**src/ssp_sqrt.sv**
```systemverilog
// pipelined integer square root, one result bit per stage
// depends on nothing but its parameters
module ssp_sqrt #(
   parameter int unsigned RW = 24,
   parameter int unsigned TW = 1
) (
   input  logic           clock,
   input  logic           reset,
   input  logic           advance,
   input  logic           in_valid,
   input  logic [2*RW-1:0] in_rad,
   input  logic [TW-1:0]  in_tag,
   output logic           out_valid,
   output logic [RW-1:0]  out_root,
   output logic [TW-1:0]  out_tag
);
   logic             valid_ff [RW+1];
   logic [2*RW-1:0]  rad_ff  [RW+1];
   logic [RW+1:0]    rem_ff  [RW+1];
   logic [RW-1:0]    root_ff [RW+1];
   logic [TW-1:0]    tag_ff  [RW+1];

   always_comb begin
      valid_ff[0] = in_valid;
      rad_ff[0]   = in_rad;
      rem_ff[0]   = '0;
      root_ff[0]  = '0;
      tag_ff[0]   = in_tag;
   end

   for (genvar s = 0; s < RW; s++) begin : g_stage
      logic [RW+3:0] trial_in;
      logic [RW+3:0] test_in;
      logic [RW+3:0] diff_in;
      always_comb begin
         trial_in = {rem_ff[s], rad_ff[s][2*RW-1 -: 2]};
         test_in  = {2'b00, root_ff[s], 2'b01};
         diff_in  = trial_in - test_in;
      end
      always_ff @(posedge clock) begin
         if (reset) begin
            valid_ff[s+1] <= 1'b0;
         end else if (advance) begin
            valid_ff[s+1] <= valid_ff[s];
         end
         if (advance) begin
            rad_ff[s+1] <= {rad_ff[s][2*RW-3:0], 2'b00};
            if (trial_in >= test_in) begin
               rem_ff[s+1]  <= diff_in[RW+1:0];
               root_ff[s+1] <= {root_ff[s][RW-2:0], 1'b1};
            end else begin
               rem_ff[s+1]  <= trial_in[RW+1:0];
               root_ff[s+1] <= {root_ff[s][RW-2:0], 1'b0};
            end
            tag_ff[s+1] <= tag_ff[s];
         end
      end
   end

   assign out_valid = valid_ff[RW];
   assign out_root  = root_ff[RW];
   assign out_tag   = tag_ff[RW];
endmodule

```
**config.mk**
```make
export PLATFORM = sky130hd
export DESIGN_NAME = ssp_sqrt
export DESIGN_NICKNAME = d
export VERILOG_FILES = /design/src/ssp_sqrt.sv
export SDC_FILE = /design/constraint.sdc
export NUM_CORES = 2
export LEC_CHECK = 0
export BUFFER_PORTS_ARGS = -buffer_cell sky130_fd_sc_hd__clkbuf_2
export CAP_MARGIN = 10
export CELL_PAD_IN_SITES_DETAIL_PLACEMENT = 1
export CELL_PAD_IN_SITES_GLOBAL_PLACEMENT = 2
export CORE_UTILIZATION = 35
export CTS_BUF_LIST = sky130_fd_sc_hd__clkbuf_16
export DETAILED_ROUTE_END_ITERATION = 8
export PLACE_DENSITY = 0.73
export SYNTH_ARGS = -nofsm -noshare
export SYNTH_HDL_FRONTEND = slang
export SYNTH_SLANG_ARGS = --single-unit
```
**constraint.sdc**
```tcl
create_clock -name clock -period 3.84 [get_ports clock]
set_input_delay 0.384 -clock clock [delete_from_list [all_inputs] [get_ports clock]]
set_output_delay 0.384 -clock clock [all_outputs]
set_load 0.02 [all_outputs]
```
==> impl_metrics.toml <==
[logic_synthesis]
synth_area_sq_um = 66100
syn_area_per_cell_sq_um = 13.4
ys_seq_elements = 1450
synth.yosys.seq_area_share = 0.656
yosysTopAreaCellShare = 0.648
netlist_top_cells_area = "edfxtp_1, ha_1, xnor2_1"
synthCells = 4933
ys_types = 96
synth_area_leader_cell = "edfxtp_1"
synth_ff_type = "edfxtp_1"
async_flop_share = 0
synth_edf_count = 1426
yosysWarnings = 0
syn_nets = 5311

[critical_path]
worst-endpoint-required_ns = 4.39
worstSetupPathType = "reg -> reg"
crit_fanout = 16
rr_startpoint = "g_stage[5].trial_in[2]$_DFFE_PP_"
end_kind = "flip-flop"
critPathArrivalTime_ns = 4.05
crit_path_start = "g_stage[5].trial_in[2]$_DFFE_PP_"
start_kind = "flip-flop"

[power_and_ir_drop]
p_per_area_nw_per_um2 = 568
power_leakage_nw = 29.1
peakVddDrop_v = 0.000440

[clock_network]
cts.path.max_buffers = 3
cts.sinks = 1450
cts_buffers = 158
holdBufCountCts = 53
cts_tree = "yes"
h-tree-depth = 4
clkLatencyLatePin_ns = 0.81
cts.clk_slew.worst_paths_ns = 0.06
cts-resized-gates = 0
cts_root_buffer = "clkbuf_16"
cts_setup_buffers = 0

[sta]
rsz0062_at_grt = "no"
period_share = 0.914
setup-violations-final = 0
max_freq_mhz = 285
hold_violations = 0
report.final.slew_viol_count = 0
fin_setup_tns_ns = 0
finalClockSkew_ns = 0.0571
whs_ns = 0.284
slew_headroom = 0.414
layout_min_cycle_time_ns = 3.51
tightest_slew_ns = 0.857

[route]
drt_iter0_markers = 1987
drt-total-wl_microns = 135000
firstDrtPassIters = 5
postRouteAntennaNets = 0
vias = 38300
wl_met2_microns = 64200
wl_met1_microns = 63500
drt-vias-per-instance = 4.88
drc = 0
dr.max_layer_used = "met5"
routedWlPerCell_microns = 17.2
wl_met3_microns = 4020

[placed_design]
gp_congestion = 0.798
post-dp-hpwl_microns = 96600
portBuffers = 78

[die]
io_pins = 79
die_area_sq_um = 190000
core-area_sq_um = 188000
initial_utilization = 0.352
die_h_microns = 436
row_count = 159
die_w_microns = 436

[global_routing]
grt_overflow = 0
antenna_found_initial = 2
grt_max_degree = 146
grt_usage = 0.141
grt_pass1_wl_microns = 216000
grt_pass1_vias = 39700

[final_layout]
drive_above_1_share = 0.0888
nets = 5589
mostFrequentLayoutCell = "edfxtp_1"
final_cell_mix = "edfxtp_1, inv_1, ha_1, nor2_1"
fillerInstances = 19400
syn_to_final_growth_pct = 14.6

[min_path]
worstHoldPathType = "in -> reg"
min_from = "in_rad[9]"

[job]
cap_violations = 0

[status]
status = "complete, no violations"
-- cell usage after synthesis, types with 62 or more instances --
cell type / instances
xnor2_1: 232
nor4_1: 65
nand2b_1: 69
nor3_1: 121
a21o_1: 129
o21ai_0: 243
ha_1: 325
edfxtp_1: 1426
a21oi_1: 287
nand2_1: 285
nor2_1: 303
xor2_1: 215
o21a_1: 62
inv_1: 394
-- registers in the layout (all words and copies together), names as in the netlist --
register          cells
g_stage.test_in     276
g_stage.trial_in    596
out_root             24
out_tag               1
out_valid             1
rad_ff              506
tag_ff               23
valid_ff             23
-- critical path, cell delays in order, from the launching register on --
cell and delay, ns:
edfxtp_1 0.39, ha_1 0.36, nor2b_1 0.16, o21ai_1 0.10, a21boi_1 0.23, o21ai_0 0.13, a21boi_0 0.48, nor4_4 0.09
buf_4 0.22, or4_1 0.61, or3_1 0.37, xnor2_1 0.13
-- layer usage --
layer  up-vias  global-route usage
met5         -                   0
met2       399               0.235
met4         2              0.0402
met1     18800               0.187
li1      18900                   -
met3       201              0.0249
-- report_power, final --
part           internal, mW  leakage [nW]  switching, mW
clock                  8.66          2.64           6.33
sequential             19.7          13.9           1.20
combinational          3.09          12.5           4.02
total                  31.5          29.1           11.5
-- through the flow --
| stage | power (mW) | area, sq um | setup WS, ns | util | std cells |
|---|---|---|---|---|---|
| 6_report | 43.0 | 75700 | 0.331 | 0.404 | 7833 |
| 5_1_grt | 45.2 | 75700 | 0.0489 | 0.404 | 7832 |
| 4_1_cts | 43.7 | 75700 | 0.343 | 0.404 | 7832 |
| 3_5_place_dp | 28.4 | 70000 | 0.363 | 0.373 | 7493 |
| 3_3_place_gp | 28.2 | 70000 | 0.449 | 0.373 | 7493 |
| 2_1_floorplan | 25.9 | 66100 | 0.824 | - | 4933 |
-- final timing paths --
check,to,slack [ns],cells after the start
min,rad_ff[1115]$_DFFE_PP_,0.28,2
min reg2reg,rad_ff[1072]$_DFFE_PP_,0.40,0
max reg2reg,g_stage[6].trial_in[25]$_DFFE_PP_,0.33,11
max,g_stage[6].trial_in[25]$_DFFE_PP_,0.33,11
-- cell families after synthesis --
kind of cell	after synthesis	share of synthesized area
flops	1450	0.656
simple gates	1214	0.0933
compound gates	947	0.0904
buf+inv	473	0.0275
xor+xnor	447	0.0593
fa+ha+maj	325	0.0616
mux	76	0.0124
other cells	1	0.0000568
-- final cells by class --
class / instances / area, sq um / share of cell area
Antenna cell: 1 / 2.50 / 0.0000330
Clock buffer: 160 / 4000 / 0.0529
Clock inverter: 126 / 1210 / 0.0160
Inverter: 397 / 1490 / 0.0197
Multi-Input combinational cell: 3010 / 21000 / 0.277
Sequential cell: 1450 / 43300 / 0.572
Tap cell: 2495 / 3120 / 0.0412
Timing Repair Buffer: 194 / 1620 / 0.0214
Note: power is estimated with default switching activity, not from simulation.
